--- src/i2cmbe_pkg.sv ---
// Package for the I2C master bit engine: payload structs, command codes,
// register indexes and the sequencer phase type. No dependencies.
package i2cmbe_pkg;

  // Command codes carried in the func field.
  localparam logic [2:0] FUNC_START = 3'd0;
  localparam logic [2:0] FUNC_STOP  = 3'd1;
  localparam logic [2:0] FUNC_WRITE = 3'd2;
  localparam logic [2:0] FUNC_WACK  = 3'd3;
  localparam logic [2:0] FUNC_READ  = 3'd4;

  // Configuration register indexes.
  localparam int unsigned CFG_IDX_W = 8;
  localparam logic [CFG_IDX_W-1:0] CFG_TICKS_PER_US   = 8'd0;
  localparam logic [CFG_IDX_W-1:0] CFG_ACK_POLL_LIMIT = 8'd1;

  // Register reset values.
  localparam logic [7:0] TICKS_PER_US_RST   = 8'd1;
  localparam logic [7:0] ACK_POLL_LIMIT_RST = 8'd250;

  localparam int unsigned DLY_W = 11;

  typedef enum logic [4:0] {
    PH_IDLE = 5'd0,
    PH_ST1  = 5'd1,
    PH_ST2  = 5'd2,
    PH_SP1  = 5'd3,
    PH_SP2  = 5'd4,
    PH_WA1  = 5'd5,
    PH_WA2  = 5'd6,
    PH_WA3  = 5'd7,
    PH_SB1  = 5'd8,
    PH_SB2  = 5'd9,
    PH_SB3  = 5'd10,
    PH_RB1  = 5'd11,
    PH_RB2  = 5'd12,
    PH_AK1  = 5'd13,
    PH_AK2  = 5'd14
  } phase_t;

  typedef struct packed {
    logic       cmd_valid;
    logic [2:0] func;
    logic [7:0] wr_data;
    logic       send_ack;
    logic       sda_in;
  } in_item_t;

  typedef struct packed {
    logic       scl_level;
    logic       sda_level;
    logic       sda_drive_en;
    logic       busy_res;
    logic       done_res;
    logic [7:0] rd_data;
    logic       ack_fail;
  } out_item_t;

  // Delay load for a segment of a given number of microsecond units.
  function automatic logic [DLY_W-1:0] seg_ticks(input logic [2:0] units,
                                                 input logic [7:0] tpu);
    logic [DLY_W-1:0] t;
    t = {{(DLY_W-8){1'b0}}, tpu};
    case (units)
      3'd1:    seg_ticks = t;
      3'd2:    seg_ticks = t << 1;
      3'd4:    seg_ticks = t << 2;
      default: seg_ticks = '0;
    endcase
  endfunction

endpackage

--- src/i2cmbe_core.sv ---
// Phase sequencer of the I2C master bit engine: state registers and the
// per-tick update. Depends on i2cmbe_pkg.
module i2cmbe_core (
  input  logic                 clk,
  input  logic                 rst_n,
  input  logic                 step_en,
  input  i2cmbe_pkg::in_item_t item,
  input  logic [7:0]           ticks_per_us,
  input  logic [7:0]           ack_poll_limit,
  output i2cmbe_pkg::out_item_t res
);

  i2cmbe_pkg::phase_t phase_r, phase_nxt;
  logic [3:0]                  bit_cnt_r, bit_cnt_nxt;
  logic [i2cmbe_pkg::DLY_W-1:0] dly_r, dly_nxt, dly_dec;
  logic [7:0]                  poll_r, poll_nxt;
  logic [7:0]                  shift_r, shift_nxt;
  logic                        ack_choice_r, ack_choice_nxt;
  logic                        scl_r, scl_nxt;
  logic                        sda_r, sda_nxt;
  logic                        en_r, en_nxt;
  logic                        fail_r, fail_nxt;
  logic [7:0]                  rd_r, rd_nxt;
  logic                        done;
  logic [3:0]                  bit_inc;

  always_ff @(posedge clk) begin
    if (!rst_n) begin
      phase_r      <= i2cmbe_pkg::PH_IDLE;
      bit_cnt_r    <= '0;
      dly_r        <= '0;
      poll_r       <= '0;
      shift_r      <= '0;
      ack_choice_r <= 1'b0;
      scl_r        <= 1'b1;
      sda_r        <= 1'b1;
      en_r         <= 1'b1;
      fail_r       <= 1'b0;
      rd_r         <= '0;
    end else if (step_en) begin
      phase_r      <= phase_nxt;
      bit_cnt_r    <= bit_cnt_nxt;
      dly_r        <= dly_nxt;
      poll_r       <= poll_nxt;
      shift_r      <= shift_nxt;
      ack_choice_r <= ack_choice_nxt;
      scl_r        <= scl_nxt;
      sda_r        <= sda_nxt;
      en_r         <= en_nxt;
      fail_r       <= fail_nxt;
      rd_r         <= rd_nxt;
    end
  end

  assign dly_dec = (dly_r != '0) ? dly_r - 1'b1 : dly_r;
  assign bit_inc = bit_cnt_r + 4'd1;

  always_comb begin
    phase_nxt      = phase_r;
    bit_cnt_nxt    = bit_cnt_r;
    dly_nxt        = dly_r;
    poll_nxt       = poll_r;
    shift_nxt      = shift_r;
    ack_choice_nxt = ack_choice_r;
    scl_nxt        = scl_r;
    sda_nxt        = sda_r;
    en_nxt         = en_r;
    fail_nxt       = fail_r;
    rd_nxt         = rd_r;
    done           = 1'b0;

    if (phase_r == i2cmbe_pkg::PH_IDLE) begin
      if (item.cmd_valid) begin
        case (item.func)
          i2cmbe_pkg::FUNC_START: begin
            {scl_nxt, sda_nxt, en_nxt} = 3'b111;
            phase_nxt = i2cmbe_pkg::PH_ST1;
            dly_nxt   = i2cmbe_pkg::seg_ticks(3'd4, ticks_per_us);
          end
          i2cmbe_pkg::FUNC_STOP: begin
            {scl_nxt, sda_nxt, en_nxt} = 3'b001;
            phase_nxt = i2cmbe_pkg::PH_SP1;
            dly_nxt   = i2cmbe_pkg::seg_ticks(3'd4, ticks_per_us);
          end
          i2cmbe_pkg::FUNC_WRITE: begin
            // First bit goes out at once; the byte shifts left behind it.
            bit_cnt_nxt = '0;
            {scl_nxt, sda_nxt, en_nxt} = {1'b0, item.wr_data[7], 1'b1};
            shift_nxt = {item.wr_data[6:0], 1'b0};
            phase_nxt = i2cmbe_pkg::PH_SB1;
            dly_nxt   = i2cmbe_pkg::seg_ticks(3'd2, ticks_per_us);
          end
          i2cmbe_pkg::FUNC_WACK: begin
            fail_nxt  = 1'b0;
            sda_nxt   = 1'b1;
            en_nxt    = 1'b0;
            phase_nxt = i2cmbe_pkg::PH_WA1;
            dly_nxt   = i2cmbe_pkg::seg_ticks(3'd1, ticks_per_us);
          end
          i2cmbe_pkg::FUNC_READ: begin
            ack_choice_nxt = item.send_ack;
            shift_nxt      = '0;
            bit_cnt_nxt    = '0;
            scl_nxt        = 1'b0;
            en_nxt         = 1'b0;
            phase_nxt      = i2cmbe_pkg::PH_RB1;
            dly_nxt        = i2cmbe_pkg::seg_ticks(3'd2, ticks_per_us);
          end
          default: ;
        endcase
      end
    end else begin
      dly_nxt = dly_dec;
      if (dly_dec == '0) begin
        case (phase_r)
          i2cmbe_pkg::PH_ST1: begin
            {scl_nxt, sda_nxt, en_nxt} = 3'b101;
            phase_nxt = i2cmbe_pkg::PH_ST2;
            dly_nxt   = i2cmbe_pkg::seg_ticks(3'd4, ticks_per_us);
          end
          i2cmbe_pkg::PH_ST2: begin
            scl_nxt   = 1'b0;
            phase_nxt = i2cmbe_pkg::PH_IDLE;
            done      = 1'b1;
          end
          i2cmbe_pkg::PH_SP1: begin
            {scl_nxt, sda_nxt, en_nxt} = 3'b111;
            phase_nxt = i2cmbe_pkg::PH_SP2;
            dly_nxt   = i2cmbe_pkg::seg_ticks(3'd4, ticks_per_us);
          end
          i2cmbe_pkg::PH_SP2: begin
            phase_nxt = i2cmbe_pkg::PH_IDLE;
            done      = 1'b1;
          end
          i2cmbe_pkg::PH_WA1: begin
            scl_nxt   = 1'b1;
            phase_nxt = i2cmbe_pkg::PH_WA2;
            dly_nxt   = i2cmbe_pkg::seg_ticks(3'd1, ticks_per_us);
          end
          i2cmbe_pkg::PH_WA2: begin
            poll_nxt  = '0;
            phase_nxt = i2cmbe_pkg::PH_WA3;
            dly_nxt   = '0;
          end
          i2cmbe_pkg::PH_WA3: begin
            if (!item.sda_in) begin
              scl_nxt   = 1'b0;
              phase_nxt = i2cmbe_pkg::PH_IDLE;
              done      = 1'b1;
            end else if (poll_r >= ack_poll_limit) begin
              // Timeout: flag it and run a full stop condition.
              fail_nxt  = 1'b1;
              {scl_nxt, sda_nxt, en_nxt} = 3'b001;
              phase_nxt = i2cmbe_pkg::PH_SP1;
              dly_nxt   = i2cmbe_pkg::seg_ticks(3'd4, ticks_per_us);
            end else begin
              poll_nxt = poll_r + 8'd1;
            end
          end
          i2cmbe_pkg::PH_SB1: begin
            scl_nxt   = 1'b1;
            phase_nxt = i2cmbe_pkg::PH_SB2;
            dly_nxt   = i2cmbe_pkg::seg_ticks(3'd2, ticks_per_us);
          end
          i2cmbe_pkg::PH_SB2: begin
            scl_nxt   = 1'b0;
            phase_nxt = i2cmbe_pkg::PH_SB3;
            dly_nxt   = i2cmbe_pkg::seg_ticks(3'd2, ticks_per_us);
          end
          i2cmbe_pkg::PH_SB3: begin
            bit_cnt_nxt = bit_inc;
            if (bit_inc >= 4'd8) begin
              phase_nxt = i2cmbe_pkg::PH_IDLE;
              done      = 1'b1;
            end else begin
              {scl_nxt, sda_nxt, en_nxt} = {1'b0, shift_r[7], 1'b1};
              shift_nxt = {shift_r[6:0], 1'b0};
              phase_nxt = i2cmbe_pkg::PH_SB1;
              dly_nxt   = i2cmbe_pkg::seg_ticks(3'd2, ticks_per_us);
            end
          end
          i2cmbe_pkg::PH_RB1: begin
            scl_nxt   = 1'b1;
            shift_nxt = {shift_r[6:0], item.sda_in};
            phase_nxt = i2cmbe_pkg::PH_RB2;
            dly_nxt   = i2cmbe_pkg::seg_ticks(3'd1, ticks_per_us);
          end
          i2cmbe_pkg::PH_RB2: begin
            bit_cnt_nxt = bit_inc;
            if (bit_inc >= 4'd8) begin
              {scl_nxt, sda_nxt, en_nxt} = {1'b0, ~ack_choice_r, 1'b1};
              phase_nxt = i2cmbe_pkg::PH_AK1;
            end else begin
              scl_nxt   = 1'b0;
              phase_nxt = i2cmbe_pkg::PH_RB1;
            end
            dly_nxt = i2cmbe_pkg::seg_ticks(3'd2, ticks_per_us);
          end
          i2cmbe_pkg::PH_AK1: begin
            scl_nxt   = 1'b1;
            phase_nxt = i2cmbe_pkg::PH_AK2;
            dly_nxt   = i2cmbe_pkg::seg_ticks(3'd2, ticks_per_us);
          end
          i2cmbe_pkg::PH_AK2: begin
            scl_nxt   = 1'b0;
            rd_nxt    = shift_r;
            phase_nxt = i2cmbe_pkg::PH_IDLE;
            done      = 1'b1;
          end
          default: begin
            phase_nxt = i2cmbe_pkg::PH_IDLE;
          end
        endcase
      end
    end
  end

  always_comb begin
    res.scl_level    = scl_nxt;
    res.sda_level    = sda_nxt;
    res.sda_drive_en = en_nxt;
    res.busy_res     = (phase_nxt != i2cmbe_pkg::PH_IDLE);
    res.done_res     = done;
    res.rd_data      = rd_nxt;
    res.ack_fail     = fail_nxt;
  end

endmodule

--- src/i2c_master_bit_engine_unit.sv ---
// Top level of the I2C master bit engine: handshake registers, configuration
// registers and the phase sequencer. Depends on i2cmbe_pkg and i2cmbe_core.
//
//   channel | direction | payload          | handshake
//   --------+-----------+------------------+-----------------------
//   in_     | input     | in_item_t        | in_valid / in_ready
//   out_    | output    | out_item_t       | out_valid / out_ready
//   cfg_    | input     | cfg_index, _data | cfg_valid / cfg_ready
//
// Each tick transfer yields exactly one result transfer; one tick is taken
// every cycle while the result side does not stall. A tick passes the
// input register, the combinational sequencer update and then the result
// register. Reset (rst_n low at a clock edge) returns the lines
// to SCL high, SDA high and driven, and restores the register defaults.
// A stalled result holds the result register; the input register then
// holds its tick and in_ready drops until the result is taken.
module i2c_master_bit_engine_unit (
  input  logic                                 clk,
  input  logic                                 rst_n,
  input  logic                                 in_valid,
  output logic                                 in_ready,
  input  i2cmbe_pkg::in_item_t                 in_data,
  output logic                                 out_valid,
  input  logic                                 out_ready,
  output i2cmbe_pkg::out_item_t                out_data,
  input  logic                                 cfg_valid,
  output logic                                 cfg_ready,
  input  logic [i2cmbe_pkg::CFG_IDX_W-1:0]     cfg_index,
  input  logic [7:0]                           cfg_data
);

  logic                  in_valid_r;
  i2cmbe_pkg::in_item_t  in_data_r;
  logic                  out_valid_r;
  i2cmbe_pkg::out_item_t out_data_r;
  i2cmbe_pkg::out_item_t step_res;
  logic                  advance;
  logic [7:0]            ticks_per_us_r;
  logic [7:0]            ack_poll_limit_r;

  // The buffered tick moves into the sequencer when the result register is
  // free or being emptied this cycle.
  assign advance  = in_valid_r && (!out_valid_r || out_ready);
  assign in_ready = !in_valid_r || advance;

  // Configuration is always accepted; writes to unknown indexes are dropped.
  assign cfg_ready = 1'b1;

  always_ff @(posedge clk) begin
    if (!rst_n) begin
      ticks_per_us_r   <= i2cmbe_pkg::TICKS_PER_US_RST;
      ack_poll_limit_r <= i2cmbe_pkg::ACK_POLL_LIMIT_RST;
    end else if (cfg_valid) begin
      if (cfg_index == i2cmbe_pkg::CFG_TICKS_PER_US) begin
        ticks_per_us_r <= cfg_data;
      end else if (cfg_index == i2cmbe_pkg::CFG_ACK_POLL_LIMIT) begin
        ack_poll_limit_r <= cfg_data;
      end
    end
  end

  // Input register.
  always_ff @(posedge clk) begin
    if (!rst_n) begin
      in_valid_r <= 1'b0;
    end else if (in_ready) begin
      in_valid_r <= in_valid;
    end
  end

  always_ff @(posedge clk) begin
    if (in_ready && in_valid) begin
      in_data_r <= in_data;
    end
  end

  i2cmbe_core u_core (
    .clk            (clk),
    .rst_n          (rst_n),
    .step_en        (advance),
    .item           (in_data_r),
    .ticks_per_us   (ticks_per_us_r),
    .ack_poll_limit (ack_poll_limit_r),
    .res            (step_res)
  );

  // Result register.
  always_ff @(posedge clk) begin
    if (!rst_n) begin
      out_valid_r <= 1'b0;
    end else if (advance) begin
      out_valid_r <= 1'b1;
    end else if (out_ready) begin
      out_valid_r <= 1'b0;
    end
  end

  always_ff @(posedge clk) begin
    if (advance) begin
      out_data_r <= step_res;
    end
  end

  assign out_valid = out_valid_r;
  assign out_data  = out_data_r;

endmodule

--- config.mk ---
export PLATFORM = sky130hd
export DESIGN_NAME = i2c_master_bit_engine_unit
export DESIGN_NICKNAME = d
export VERILOG_FILES = /design/src/i2cmbe_pkg.sv /design/src/i2cmbe_core.sv /design/src/i2c_master_bit_engine_unit.sv
export SDC_FILE = /design/constraint.sdc
export NUM_CORES = 1
export LEC_CHECK = 0
export BUFFER_PORTS_ARGS = -buffer_cell sky130_fd_sc_hd__buf_2
export CAP_MARGIN = 25
export CORE_ASPECT_RATIO = 1.1
export CORE_MARGIN = 2
export CORE_UTILIZATION = 54
export DETAILED_ROUTE_END_ITERATION = 12
export PLACE_DENSITY = 0.79
export SLEW_MARGIN = 5
export SYNTH_ARGS = -nofsm -noshare
export SYNTH_HDL_FRONTEND = slang
export SYNTH_SLANG_ARGS = --single-unit
--- constraint.sdc ---
create_clock -name clk -period 3.4 [get_ports clk]
set_clock_uncertainty 0.1 [all_clocks]
set_input_delay 0.34 -clock clk [delete_from_list [all_inputs] [get_ports clk]]
set_output_delay 0.34 -clock clk [all_outputs]
set_load 0.05 [all_outputs]
==> summary.md <==
| Metric | Value |
|---|---|
| Crit Path Max Fanout | `8` |
| WHS Path Cells | `1` |
| Core Rows | `38` |
| # hold bufs at CTS | `0` |
| Hold Crit Class | `primary input to register` |
| H-tree Lvls | `3` |
| DRC Markers | `0` |
| Final Wtd Congestion | `0.941` |
| Required arrival time at the worst endpoint | `3440 ps` |
| CP endpoint | `out_data[5]` |
| Final setup violation count | `0` |
| Crit path from | `u_core.dly_r[0]` |
| Final hold violations | `0` |
| Main area contributors after synthesis | `dfxtp_1, edfxtp_1, mux2i_1` |
| Setup TNS | `0 ps` |
| Initial DRC Count | `556` |
| Die area | `11000 µm²` |
| Post-synthesis cell type count | `67` |
| Crit-path cells | `buf_4 -> or4_1 -> nor3_1 -> mux2i_1 -> nand4_4 -> or2_2 -> nor2_4 -> mux2_2` |
| EDFF count, synth | `28` |
| Drt total wl | `14200 µm` |
| Seq/Total Area, Yosys | `around 40%` |
| Relative max-transition margin | `~44%` |
| Overflow after GRT | `0` |
| Leakage | `between 0.002 and 0.0025 µW` |
| Met3 Wirelength | `1060 µm` |
| Core Region | `between 9000 and 10000 µm²` |
| Clock transition at the registers of the reported paths | `100 ps` |
| Peak supply drop | `0.000247 V` |
| Post-Route M1 WL | `6020 µm` |
| Most common cell after layout, fill and taps aside | `nand2_1` |
| Setup Fix Bufs, Post-CTS | `0` |
| Syn. warnings | `0` |
| Antenna diodes | `0` |
| Mapped Area | `5480 µm²` |
| Seq cells post-synth | `95` |
| Crit path time final | `roughly 3300 ps` |
| CTS resizes | `0` |
| Crit start category | `register` |
| Hold slack | `around 32 ps` |
| Clk_lat worst skew | `roughly 380 ps` |
| Area growth syn-to-layout | `13.4%` |
| WL met2 | `6820 µm` |
| Fin. max-slew vios | `0` |
| CTS tree | `built` |
| Tcrit/Tclk final | `96.2%` |
| Fmax | `just over 300 MHz` |
| Worst-margin pin slew | `843 ps` |
| Chip width | `between 100 and 150 µm` |
| Clk buf depth | `2` |
| Gate count of the mapped netlist | `632` |
| R2R Path Start | `u_core.dly_r[0]` |
| FF-to-FF path depth | `8` |
| Cell taking the most area after synthesis | `dfxtp_1` |
| GRT Overall Usage | `a little over a quarter` |
| First-pass GRT wire length | `23200 µm` |
| Top Layer Used | `met4` |
| FF-to-FF setup slack | `130 ps` |
| Critical Path AT | `3310 ps` |
| Top cell type's share of synthesized area | `24.5%` |
| Crit Path Class | `register to register` |
| Final nets | `732` |
| Starting Density | `a little under three fifths` |
| IO Pins | `52` |
| Vias in the first global route | `4777` |
| Largest stage delay, worst path | `approximately 610 ps` |
| Root Driver | `clkbuf_8` |
| Port buffer count | `50` |
| Synth async-reset ratio | `0%` |
| Die Y | `around 110 µm` |
| RSZ-0062 raised after global routing | `no` |
| HPWL after detailed placement | `10400 µm` |
| Synthesized area per cell | `approximately 8.7 µm²` |
| Initial antenna violation count | `0` |
| Via count | `5107` |
| TritonCTS Buffers | `9` |
| Drt first pass iters | `6` |
| Pwr Density | `468 nW/µm²` |
| Wirelength per Cell | `17.6 µm` |
| Main flop type after synthesis | `dfxtp_1` |
| Crit-path slowest cell | `or4_1` |
| Pin count of the biggest net entering global routing | `40` |
| Mapped Nets | `between 600 and 700` |
| Max Cap Viol | `0` |
| CTS Sinks | `95` |
| Most frequent cells in the layout | `nand2_1, dfxtp_1, buf_2` |
| Status | `completed` |
| FF-to-FF End | `out_data[5]` |
| Fillers | `832` |
| CP endpoint kind | `register` |
| Share of layout cells above drive strength 1 | `roughly 17%` |
| Routed vias/inst | `6.30` |
| Routed Antenna Nets | `0` |
cell usage after synthesis, types with 4 or more instances:
cell and count:
nor2_1 41, o211ai_1 9, nand2b_1 7, dfxtp_1 67, or4_1 6, and3_1 11
o21ai_0 33, mux2i_1 40, ha_1 11, clkbuf_1 30, o221ai_1 8, a21oi_1 33
nand3_1 16, a31oi_1 12, nor3_1 17, a211oi_1 6, nor2b_1 29, xor2_1 4
and2_1 5, a22oi_1 7, nand4_1 7, inv_1 26, edfxtp_1 28, or3_1 4
a221oi_1 6, mux2_2 8, o31ai_1 6, nand2_1 85
worst max-delay path, delay by kind of cell, from the launching register on:
family                 cells  cell delay (ps)
flip-flops                 1              330
buffers and inverters      1              160
AND/OR/NAND/NOR            5             1680
multiplexers               2              740
registers in the layout (all words and copies together), names as in the netlist:
name	count
in_data_r	14
out_data	14
u_core.dly_r	11
ack_poll_limit_r	8
ticks_per_us_r	8
u_core.poll_r	8
u_core.rd_r	8
u_core.shift_r	8
u_core.phase_r	5
u_core.bit_cnt_r	4
in_valid_r	1
out_valid	1
u_core.ack_choice_r	1
u_core.en_r	1
u_core.fail_r	1
u_core.scl_r	1
u_core.sda_r	1
how the worst min path moves through the flow:
stage,from,endpoint,slack [ps]
global placement,ack_poll_limit_r[7],ack_poll_limit_r[7],360
CTS,in_data[4],in_data_r[4],30
detailed placement,ack_poll_limit_r[1],ack_poll_limit_r[1],370
finish,in_data[4],in_data_r[4],30
global route,in_data[1],in_data_r[1],20
floorplan,in_data[0],in_data_r[0],340
power breakdown:
part	switching, µW	total, µW	leakage [µW]	internal [µW]
Combinational	492	766	0.00155	275
Sequential	40.0	1250	0.000813	1210
Clock	401	892	0.000114	491
cells by family after synthesis:
family,count (synthesis),share of synthesized area [%]
buf+inv,63,4.45
flops,95,39.8
simple gates,252,23.9
other cells,1,0.0684
xor+xnor,7,1.12
fa+ha+maj,11,2.51
compound gates,155,19.2
mux,48,8.95
per-layer routing:
layer / track usage, % / vias to the layer above
met5: 0 / -
met4: 9.69 / 0
met3: 5.59 / 37
met2: 46.5 / 255
met1: 33.2 / 2385
li1: - / 2430
metrics by stage:
| stage | worst slack, ps | util (%) | cell area, µm² | instances | total power [µW] |
|---|---|---|---|---|---|
| finish | 130 | 62.9 | 6220 | 811 | 2910 |
| global route | 18.2 | 62.9 | 6220 | 811 | 3030 |
| CTS | 36.4 | 62.8 | 6210 | 811 | 2890 |
| detailed placement | 62.6 | 60.3 | 5970 | 795 | 2020 |
| global placement | 218 | 60.3 | 5970 | 795 | 2010 |
| floorplan | 8.61 | - | 5490 | 632 | 1790 |
cell type report:
class                   count  area [µm²]  share of cell area [%]
repair buffers             80         475                    7.65
inverters                  26        97.6                    1.57
well taps                 120         150                    2.42
multi-input cells         474        3070                    49.4
flip-flops and latches     95        2180                    35.1
clock inverters             5         106                    1.71
clock buffers              11         131                    2.11
No activity file was read; power rests on OpenSTA's default activity.
